## src/design/wsnt_pkg.sv

```systemverilog
// Shared types, codes and sizes of the weight-sorted neighbor table.
package wsnt_pkg;

  localparam int MAX_CONN = 32;
  localparam int ID_WIDTH = 16;
  localparam int MAX_RUN  = 32;
  localparam int IDX_W    = $clog2(MAX_CONN);
  localparam int CNT_W    = $clog2(MAX_CONN + 1);
  localparam int WGT_W    = 16;

  localparam logic [2:0] FN_SET   = 3'd0;
  localparam logic [2:0] FN_ERASE = 3'd1;
  localparam logic [2:0] FN_GET   = 3'd2;
  localparam logic [2:0] FN_BEST  = 3'd3;
  localparam logic [2:0] FN_ATL   = 3'd4;

  localparam logic [1:0] ST_OK    = 2'd0;
  localparam logic [1:0] ST_UNCH  = 2'd1;
  localparam logic [1:0] ST_FULL  = 2'd2;
  localparam logic [1:0] ST_EMPTY = 2'd3;

  typedef struct packed {
    logic [WGT_W-1:0]    weight;
    logic [ID_WIDTH-1:0] id;
  } entry_t;

  typedef struct packed {
    logic id_eq;     // stored id equals the key id
    logic ahead;     // key sorts ahead of the stored entry
    logic at_least;  // stored weight >= key weight
  } cmp_res_t;

endpackage

```

## src/design/wsnt_ram.sv

```systemverilog
// Generic single-port-write, single-port-read RAM with registered read data.
module wsnt_ram #(
  parameter int WIDTH = 32,
  parameter int DEPTH = 32
) (
  input  logic                     clk,
  input  logic                     we,
  input  logic [$clog2(DEPTH)-1:0] waddr,
  input  logic [WIDTH-1:0]         wdata,
  input  logic                     re,
  input  logic [$clog2(DEPTH)-1:0] raddr,
  output logic [WIDTH-1:0]         rdata
);

  logic [WIDTH-1:0] mem [DEPTH];
  logic [WIDTH-1:0] rdata_r;

  always_ff @(posedge clk) begin
    if (we) begin
      mem[waddr] <= wdata;
    end
    // read data holds while no read is issued
    if (re) begin
      rdata_r <= mem[raddr];
    end
  end

  assign rdata = rdata_r;

endmodule

```

## src/design/wsnt_cmp.sv

```systemverilog
// Shared compare unit: key entry against one stored entry.
module wsnt_cmp (
  input  wsnt_pkg::entry_t   key,
  input  wsnt_pkg::entry_t   stored,
  output wsnt_pkg::cmp_res_t res
);

  always_comb begin
    res.id_eq    = (key.id == stored.id);
    // higher weight first, ties to the higher id
    res.ahead    = ({key.weight, key.id} > {stored.weight, stored.id});
    res.at_least = (stored.weight >= key.weight);
  end

endmodule

```

## src/design/weight_sorted_neighbor_table_unit.sv

```systemverilog
// Weight-sorted neighbor table: top level with sequencer, entry RAM and compare unit.
//
// Keeps up to MAX_CONN (id, weight) entries in a RAM, sorted by weight then id,
// highest first. Every operation runs under one sequencer that walks the RAM with
// a single compare unit; the RAM's registered read means each entry visited takes
// a read state and then a check or write state. Set, erase and get first scan for
// the id, entry by entry up to the match or the end of the table; an update or erase
// then closes the gap behind it and a set walks the insertion point up from the tail.
// Best n emits its results one by one, each held back while the output register is
// full; at least weight first scans the qualifying prefix and then emits likewise.
// in_tready is high only while the sequencer is idle; a finished result waits in
// the output register.
module weight_sorted_neighbor_table_unit (
  input  logic        clk,
  input  logic        rst_n,
  input  logic        in_tvalid,
  output logic        in_tready,
  input  logic [39:0] in_tdata,   // peer_id[15:0], weight_value[31:16], count_n[37:32]
  input  logic [2:0]  in_tuser,   // func[2:0]
  output logic        out_tvalid,
  input  logic        out_tready,
  output logic [31:0] out_tdata,  // out_id[15:0], out_weight[31:16]
  output logic [2:0]  out_tuser,  // entry_valid[0], status[2:1]
  output logic        out_tlast
);

  localparam logic [3:0] S_IDLE     = 4'd0;
  localparam logic [3:0] S_SCAN_RD  = 4'd1;
  localparam logic [3:0] S_SCAN_CHK = 4'd2;
  localparam logic [3:0] S_DECIDE   = 4'd3;
  localparam logic [3:0] S_DEL_RD   = 4'd4;
  localparam logic [3:0] S_DEL_WR   = 4'd5;
  localparam logic [3:0] S_INS_RD   = 4'd6;
  localparam logic [3:0] S_INS_CHK  = 4'd7;
  localparam logic [3:0] S_LIST_RD  = 4'd8;
  localparam logic [3:0] S_LIST_OUT = 4'd9;
  localparam logic [3:0] S_DONE     = 4'd10;

  localparam int LW = 8;

  logic [3:0]                   state_r, state_nxt;
  logic [wsnt_pkg::CNT_W-1:0]   cnt_r, cnt_nxt;
  logic [wsnt_pkg::CNT_W-1:0]   i_r, i_nxt;
  logic [wsnt_pkg::CNT_W-1:0]   lim_r, lim_nxt;
  logic [wsnt_pkg::CNT_W-1:0]   pos_r, pos_nxt;
  logic                         found_r, found_nxt;
  logic [wsnt_pkg::WGT_W-1:0]   fw_r, fw_nxt;
  logic [2:0]                   func_r, func_nxt;
  wsnt_pkg::entry_t             key_r, key_nxt;
  logic [5:0]                   n_r, n_nxt;

  // pending single result
  wsnt_pkg::entry_t             res_r, res_nxt;
  logic                         res_vld_r, res_vld_nxt;
  logic [1:0]                   res_st_r, res_st_nxt;

  logic                         out_valid_r, out_valid_nxt;
  wsnt_pkg::entry_t             out_ent_r, out_ent_nxt;
  logic                         out_ev_r, out_ev_nxt;
  logic [1:0]                   out_st_r, out_st_nxt;
  logic                         out_last_r, out_last_nxt;

  logic                         ram_we, ram_re;
  logic [wsnt_pkg::IDX_W-1:0]   ram_waddr, ram_raddr;
  wsnt_pkg::entry_t             ram_wdata, ram_rdata;
  wsnt_pkg::cmp_res_t           cmp;

  logic                         in_acc, out_free, out_load;
  logic [LW-1:0]                lim_w;

  wsnt_ram #(
    .WIDTH($bits(wsnt_pkg::entry_t)),
    .DEPTH(wsnt_pkg::MAX_CONN)
  ) u_ram (
    .clk   (clk),
    .we    (ram_we),
    .waddr (ram_waddr),
    .wdata (ram_wdata),
    .re    (ram_re),
    .raddr (ram_raddr),
    .rdata (ram_rdata)
  );

  wsnt_cmp u_cmp (
    .key    (key_r),
    .stored (ram_rdata),
    .res    (cmp)
  );

  assign in_tready = (state_r == S_IDLE);
  assign in_acc    = in_tvalid && in_tready;
  assign out_free  = !out_valid_r || out_tready;

  always_comb begin
    state_nxt    = state_r;
    cnt_nxt      = cnt_r;
    i_nxt        = i_r;
    lim_nxt      = lim_r;
    pos_nxt      = pos_r;
    found_nxt    = found_r;
    fw_nxt       = fw_r;
    func_nxt     = func_r;
    key_nxt      = key_r;
    n_nxt        = n_r;
    res_nxt      = res_r;
    res_vld_nxt  = res_vld_r;
    res_st_nxt   = res_st_r;
    out_ent_nxt  = out_ent_r;
    out_ev_nxt   = out_ev_r;
    out_st_nxt   = out_st_r;
    out_last_nxt = out_last_r;
    out_load     = 1'b0;
    ram_we       = 1'b0;
    ram_re       = 1'b0;
    ram_waddr    = i_r[wsnt_pkg::IDX_W-1:0];
    ram_raddr    = i_r[wsnt_pkg::IDX_W-1:0];
    ram_wdata    = key_r;
    lim_w        = '0;

    unique case (state_r)
      S_IDLE: begin
        if (in_acc) begin
          func_nxt       = in_tuser;
          key_nxt.id     = wsnt_pkg::ID_WIDTH'(in_tdata[15:0]);
          key_nxt.weight = in_tdata[31:16];
          n_nxt          = in_tdata[37:32];
          i_nxt          = '0;
          found_nxt      = 1'b0;
          if (in_tuser == wsnt_pkg::FN_SET || in_tuser == wsnt_pkg::FN_ERASE ||
              in_tuser == wsnt_pkg::FN_GET || in_tuser == wsnt_pkg::FN_ATL) begin
            state_nxt = S_SCAN_RD;
          end else begin
            state_nxt = S_DECIDE;
          end
        end
      end
      S_SCAN_RD: begin
        if (i_r == cnt_r) begin
          state_nxt = S_DECIDE;
        end else begin
          ram_re    = 1'b1;
          state_nxt = S_SCAN_CHK;
        end
      end
      S_SCAN_CHK: begin
        if (func_r == wsnt_pkg::FN_ATL) begin
          // i counts the qualifying prefix
          if (cmp.at_least) begin
            i_nxt     = i_r + 1'b1;
            state_nxt = S_SCAN_RD;
          end else begin
            state_nxt = S_DECIDE;
          end
        end else if (cmp.id_eq) begin
          found_nxt = 1'b1;
          pos_nxt   = i_r;
          fw_nxt    = ram_rdata.weight;
          state_nxt = S_DECIDE;
        end else begin
          i_nxt     = i_r + 1'b1;
          state_nxt = S_SCAN_RD;
        end
      end
      S_DECIDE: begin
        res_nxt     = key_r;
        res_vld_nxt = 1'b1;
        res_st_nxt  = wsnt_pkg::ST_OK;
        state_nxt   = S_DONE;
        unique case (func_r)
          wsnt_pkg::FN_SET: begin
            if (found_r && fw_r == key_r.weight) begin
              res_st_nxt = wsnt_pkg::ST_UNCH;
            end else if (found_r) begin
              i_nxt     = pos_r;
              state_nxt = S_DEL_RD;
            end else if (cnt_r == wsnt_pkg::CNT_W'(wsnt_pkg::MAX_CONN)) begin
              res_nxt     = '0;
              res_vld_nxt = 1'b0;
              res_st_nxt  = wsnt_pkg::ST_FULL;
            end else begin
              i_nxt     = cnt_r;
              state_nxt = S_INS_RD;
            end
          end
          wsnt_pkg::FN_ERASE, wsnt_pkg::FN_GET: begin
            if (found_r) begin
              res_nxt.weight = fw_r;
              if (func_r == wsnt_pkg::FN_ERASE) begin
                i_nxt     = pos_r;
                state_nxt = S_DEL_RD;
              end
            end else begin
              res_nxt     = '0;
              res_vld_nxt = 1'b0;
              res_st_nxt  = wsnt_pkg::ST_UNCH;
            end
          end
          wsnt_pkg::FN_BEST, wsnt_pkg::FN_ATL: begin
            if (func_r == wsnt_pkg::FN_BEST) begin
              lim_w = (LW'(n_r) < LW'(cnt_r)) ? LW'(n_r) : LW'(cnt_r);
            end else begin
              lim_w = LW'(i_r);
            end
            if (lim_w > LW'(wsnt_pkg::MAX_RUN)) begin
              lim_w = LW'(wsnt_pkg::MAX_RUN);
            end
            lim_nxt = wsnt_pkg::CNT_W'(lim_w);
            i_nxt   = '0;
            if (lim_w == '0) begin
              res_nxt     = '0;
              res_vld_nxt = 1'b0;
              res_st_nxt  = wsnt_pkg::ST_EMPTY;
            end else begin
              state_nxt = S_LIST_RD;
            end
          end
          default: begin
            res_nxt     = '0;
            res_vld_nxt = 1'b0;
            res_st_nxt  = wsnt_pkg::ST_UNCH;
          end
        endcase
      end
      S_DEL_RD: begin
        // close the gap: entry i+1 moves down to i
        if ((i_r + 1'b1) >= cnt_r) begin
          cnt_nxt = cnt_r - 1'b1;
          if (func_r == wsnt_pkg::FN_SET) begin
            i_nxt     = cnt_r - 1'b1;
            state_nxt = S_INS_RD;
          end else begin
            state_nxt = S_DONE;
          end
        end else begin
          ram_re    = 1'b1;
          ram_raddr = wsnt_pkg::IDX_W'(i_r + 1'b1);
          state_nxt = S_DEL_WR;
        end
      end
      S_DEL_WR: begin
        ram_we    = 1'b1;
        ram_wdata = ram_rdata;
        i_nxt     = i_r + 1'b1;
        state_nxt = S_DEL_RD;
      end
      S_INS_RD: begin
        if (i_r == '0) begin
          ram_we    = 1'b1;
          cnt_nxt   = cnt_r + 1'b1;
          state_nxt = S_DONE;
        end else begin
          ram_re    = 1'b1;
          ram_raddr = wsnt_pkg::IDX_W'(i_r - 1'b1);
          state_nxt = S_INS_CHK;
        end
      end
      S_INS_CHK: begin
        ram_we = 1'b1;
        if (cmp.ahead) begin
          ram_wdata = ram_rdata;
          i_nxt     = i_r - 1'b1;
          state_nxt = S_INS_RD;
        end else begin
          cnt_nxt   = cnt_r + 1'b1;
          state_nxt = S_DONE;
        end
      end
      S_LIST_RD: begin
        ram_re    = 1'b1;
        state_nxt = S_LIST_OUT;
      end
      S_LIST_OUT: begin
        if (out_free) begin
          out_load     = 1'b1;
          out_ent_nxt  = ram_rdata;
          out_ev_nxt   = 1'b1;
          out_st_nxt   = wsnt_pkg::ST_OK;
          out_last_nxt = ((i_r + 1'b1) == lim_r);
          i_nxt        = i_r + 1'b1;
          state_nxt    = ((i_r + 1'b1) == lim_r) ? S_IDLE : S_LIST_RD;
        end
      end
      S_DONE: begin
        if (out_free) begin
          out_load     = 1'b1;
          out_ent_nxt  = res_r;
          out_ev_nxt   = res_vld_r;
          out_st_nxt   = res_st_r;
          out_last_nxt = 1'b1;
          state_nxt    = S_IDLE;
        end
      end
      default: begin
        state_nxt = S_IDLE;
      end
    endcase

    out_valid_nxt = out_load || (out_valid_r && !out_tready);
  end

  always_ff @(posedge clk) begin
    if (!rst_n) begin
      state_r     <= S_IDLE;
      cnt_r       <= '0;
      out_valid_r <= 1'b0;
    end else begin
      state_r     <= state_nxt;
      cnt_r       <= cnt_nxt;
      out_valid_r <= out_valid_nxt;
    end
  end

  always_ff @(posedge clk) begin
    i_r        <= i_nxt;
    lim_r      <= lim_nxt;
    pos_r      <= pos_nxt;
    found_r    <= found_nxt;
    fw_r       <= fw_nxt;
    func_r     <= func_nxt;
    key_r      <= key_nxt;
    n_r        <= n_nxt;
    res_r      <= res_nxt;
    res_vld_r  <= res_vld_nxt;
    res_st_r   <= res_st_nxt;
    out_ent_r  <= out_ent_nxt;
    out_ev_r   <= out_ev_nxt;
    out_st_r   <= out_st_nxt;
    out_last_r <= out_last_nxt;
  end

  assign out_tvalid = out_valid_r;
  assign out_tdata  = {out_ent_r.weight, 16'(out_ent_r.id)};
  assign out_tuser  = {out_st_r, out_ev_r};
  assign out_tlast  = out_last_r;

  a_cnt_bound: assert property (@(posedge clk) disable iff (!rst_n)
    cnt_r <= wsnt_pkg::CNT_W'(wsnt_pkg::MAX_CONN))
    else $error("entry count above table size");

  a_we_states: assert property (@(posedge clk) disable iff (!rst_n)
    ram_we |-> (state_r == S_DEL_WR || state_r == S_INS_RD || state_r == S_INS_CHK))
    else $error("RAM write outside shift or insert");

  a_acc_busy: assert property (@(posedge clk) disable iff (!rst_n)
    in_acc |=> state_r != S_IDLE)
    else $error("accepted item left no work");

  a_load_free: assert property (@(posedge clk) disable iff (!rst_n)
    out_load |-> (!out_valid_r || out_tready))
    else $error("result overwrote a pending transfer");

  a_idle_done: assert property (@(posedge clk) disable iff (!rst_n)
    (state_r != S_IDLE && state_nxt == S_IDLE) |-> (out_load && out_last_nxt))
    else $error("operation ended without its last result");

endmodule
```

## config.mk

```make
export PLATFORM = sky130hd
export DESIGN_NAME = weight_sorted_neighbor_table_unit
export DESIGN_NICKNAME = d
export VERILOG_FILES = /design/src/design/wsnt_pkg.sv /design/src/design/wsnt_ram.sv /design/src/design/wsnt_cmp.sv /design/src/design/weight_sorted_neighbor_table_unit.sv
export SDC_FILE = /design/constraint.sdc
export NUM_CORES = 2
export LEC_CHECK = 0
export BUFFER_PORTS_ARGS = -buffer_cell sky130_fd_sc_hd__buf_2
export CAP_MARGIN = 20
export CELL_PAD_IN_SITES_DETAIL_PLACEMENT = 2
export CELL_PAD_IN_SITES_GLOBAL_PLACEMENT = 2
export CORE_MARGIN = 2
export CORE_UTILIZATION = 40
export DETAILED_ROUTE_END_ITERATION = 8
export GPL_ROUTABILITY_DRIVEN = 0
export PLACE_DENSITY_LB_ADDON = 0.1
export REMOVE_ABC_BUFFERS = 1
export SLEW_MARGIN = 20
export SYNTH_ARGS = -nofsm -noshare
export SYNTH_HDL_FRONTEND = slang
export SYNTH_SLANG_ARGS = --single-unit
```

## constraint.sdc

```tcl
create_clock -name clk -period 8.3 [get_ports clk]
set_input_delay 0.415 -clock clk [delete_from_list [all_inputs] [get_ports clk]]
set_output_delay 0.415 -clock clk [all_outputs]
set_load 0.01 [all_outputs]
```

==> metrics <==
Critical Path Source i_r[1]; critical path data required time 8800 ps; Clock transition at path regs 60 ps; CTS buffer count 138; vias in the first global route 36.04k; critical path endpoint u_ram.rdata[20]; Tcrit/Tclk final 80.46%; Crit Reg-Reg Endpoint u_ram.rdata[20]; DRC viols 0; number of synthesized register bits 1214; WL final 175.7 mm; critical path class flip-flop to flip-flop; Die Span Y 360.4 um; postcts setup bufs 0; R2R Setup Slk 1620 ps; Synth cell types 81; sequential power share 38.1%; Die Span X 360.4 um; Rows 130; pwr/cell area 334.0 nW/um2; Max Slew Vio Count 0; cell count after synthesis 3573; Main synth FF type edfxtp_1; Hold/Removal Path Class input port to flip-flop; Clock Power Share 30.5%; Async S/R FF share, synth 0%; crit path DAT 7170 ps; root buf cell clkbuf_16; Initial Utilization 40.35%; worst rel slew slack 20.10%; fmax 149.7 MHz; Syn. warnings 0; Post-synth EDFFs 1203; total power 19.39 mW; worst-path fanout max 124; internal power 12.19 mW; most frequent cell after synthesis edfxtp_1; Die ar. 129900 um2; status finished, final reports clean; worst r2r path cells 14; HPWL after detailed placement 98.71 mm; grt ovf 0; NetSw 7.196 mW; top cell type's share of synthesized area 71.11%; GRT Total Usage 26.71%; Avg WL per Cell 32.29 um; post-route minimum period 6678 ps; initial antenna violation count 0; leading area contributor after synthesis edfxtp_1; slew of the pin with the lowest slew margin 1199 ps; CP cell instances ha_1 > nand3_1 > xnor2_1 > ha_1 > a21o_1 > a2111oi_0 > o21ai_0 > nand2_8 > nand2_8 > buf_4 > a2111oi_0 > nand4b_1 > a31o_1 > nand3_1; mapped cell area 50800 um2; Final TNS setup 0 ps; Area Overhead vs Synth 14.26%; CP peak stage delay 740 ps; H-Tree Depth 4; Worst-Skew Late Latency 780 ps; MaxCap Viol Count 0; top cells by count, synth 1203 x edfxtp_1, 479 x nand2_1, 299 x nand3_1, 160 x o21ai_0, 152 x mux2i_1; Longest Clk Path Bufs 3; Slowest-stage cell, CP edfxtp_1; first-pass GRT wire length 252.9 mm; RSZ-0062 raised after global routing no; CTS tree yes; share of cells above drive strength 1 12.46%; vias 33.10k; sequential element share of the synthesized area 71.54%; # hold bufs at CTS 41; Leak 19.05 nW; I/O pin cnt 85; Synth Area per Inst 14.22 um2; routed vias/inst 6.084; CTS Sinks 1214; Setup violations, final 0; First-pass DRT Iterations 6; Reg2Reg Launch Point i_r[1]; Worst Hold Path Cells 2; Port Buffers 82; Final nets 3789; Worst setup EP type flip-flop; Iter 0 DRT Violations 3301; critical path startpoint category flip-flop; Area contributors post-synth edfxtp_1 71%, nand2_1 3.5%, mux2i_1 3.0%, nand3_1 2.9%, a32oi_1 1.7%; core area 125900 um2; post-route ant nets 0; Logic pwr share 31.4%; pin count of the biggest net entering global routing 188; Worst Skew 29.24 ps; post-cts repair resize count 0; Net Sw Frac 37.12%; # fillers 11.89k; VDD IR max 0.3513 mV; final hold vios 0
through the flow:
step	std cells	setup slack, ps	utilization [%]	hold slack (ps)	cell area [um2]
after floorplan	3320	207.8	-	444.0	49610
after global placement	5144	1792	42.33	482.7	53300
after detailed placement	5144	1642	42.33	478.4	53300
after CTS	5437	1587	46.08	7.186	58010
after global routing	5439	1158	46.10	51.17	58040
final	5440	1622	46.11	55.94	58040
area by class of cell:
class / instances / area [um2] / share of cell area [%]
clock buffers: 176 / 3670 / 6.322
flip-flops and latches: 1214 / 36340 / 62.62
repair buffers: 217 / 1644 / 2.832
clock inverters: 76 / 631.9 / 1.089
diodes: 1 / 2.502 / 0.004311
well taps: 1650 / 2064 / 3.557
inverters: 71 / 266.5 / 0.4591
multi-input cells: 2035 / 13420 / 23.12
layer usage:
layer / part of all wire (%) / GRT usage, % / up-vias
li1: - / - / 14060
met1: 42 / 35.01 / 17790
met2: 50 / 45.83 / 965
met3: 4.8 / 3.838 / 277
met4: 2.8 / 8.401 / 0
met5: 0 / 0 / -
flip-flops by register name (all words and copies together), names as in the netlist, 3 cells and up:
name / flops
func_r: 3
state_r: 4
u_ram.mem: 1024
key_r: 32
pos_r: 6
cnt_r: 6
lim_r: 6
i_r: 6
res_r: 32
n_r: 6
u_ram.rdata: 32
fw_r: 16
out_tdata: 32
power groups by stage:
stage	Sequential (mW)	Clock (mW)	Combinational, mW
CTS	7.39	6.02	6.09
global route	7.41	6.24	6.52
floorplan	7.44	0	3.56
global placement	7.51	0	5.73
detailed placement	7.52	0	6.01
finish	7.39	5.91	6.08
how the worst min path moves through the flow:
stage	startpoint	to	slack, ps
after global placement	u_ram.rdata[31]	fw_r[15]	480
after detailed placement	u_ram.rdata[31]	fw_r[15]	480
after CTS	rst_n	state_r[2]	7
after floorplan	u_ram.rdata[16]	fw_r[0]	440
after global routing	in_tvalid	state_r[3]	50
final	rst_n	state_r[2]	60
cells in the final DEF, fill, tap and decap left out, drive strengths merged, types with 17 or more instances in the layout:
cell type,instances
edfxtp,1203
nand2,481
nand3,299
clkbuf,176
buf,176
o21ai,163
mux2i,152
and3,100
a32oi,97
inv,78
nor2,77
a211oi,72
ha,65
clkinv,61
nand4,50
dlygate4sd3,41
a21oi,40
a31oi,37
xnor2,33
a211o,33
a2111oi,33
a31o,32
nand4b,31
a311o,31
and2,25
mux2,20
a21o,17
logic make-up after synthesis:
family	after synthesis	share of synthesized area (%)
compound gates	636	9.219
xor+xnor	39	0.6724
fa+ha+maj	68	1.660
buf+inv	324	2.874
flops	1214	71.54
mux	172	3.438
simple gates	1120	10.59
worst max-delay path, delay by kind of cell, from the launching register on:
kind | cells | cell delay [ps]
and+or+nand+nor | 5 | 1770
AOI/OAI and AO/OA | 5 | 1730
adders and majority gates | 2 | 910
DFF | 1 | 740
xor gates and xnor gates | 1 | 630
buffers and inverters | 1 | 470
Power figures use the tool's default switching activity.
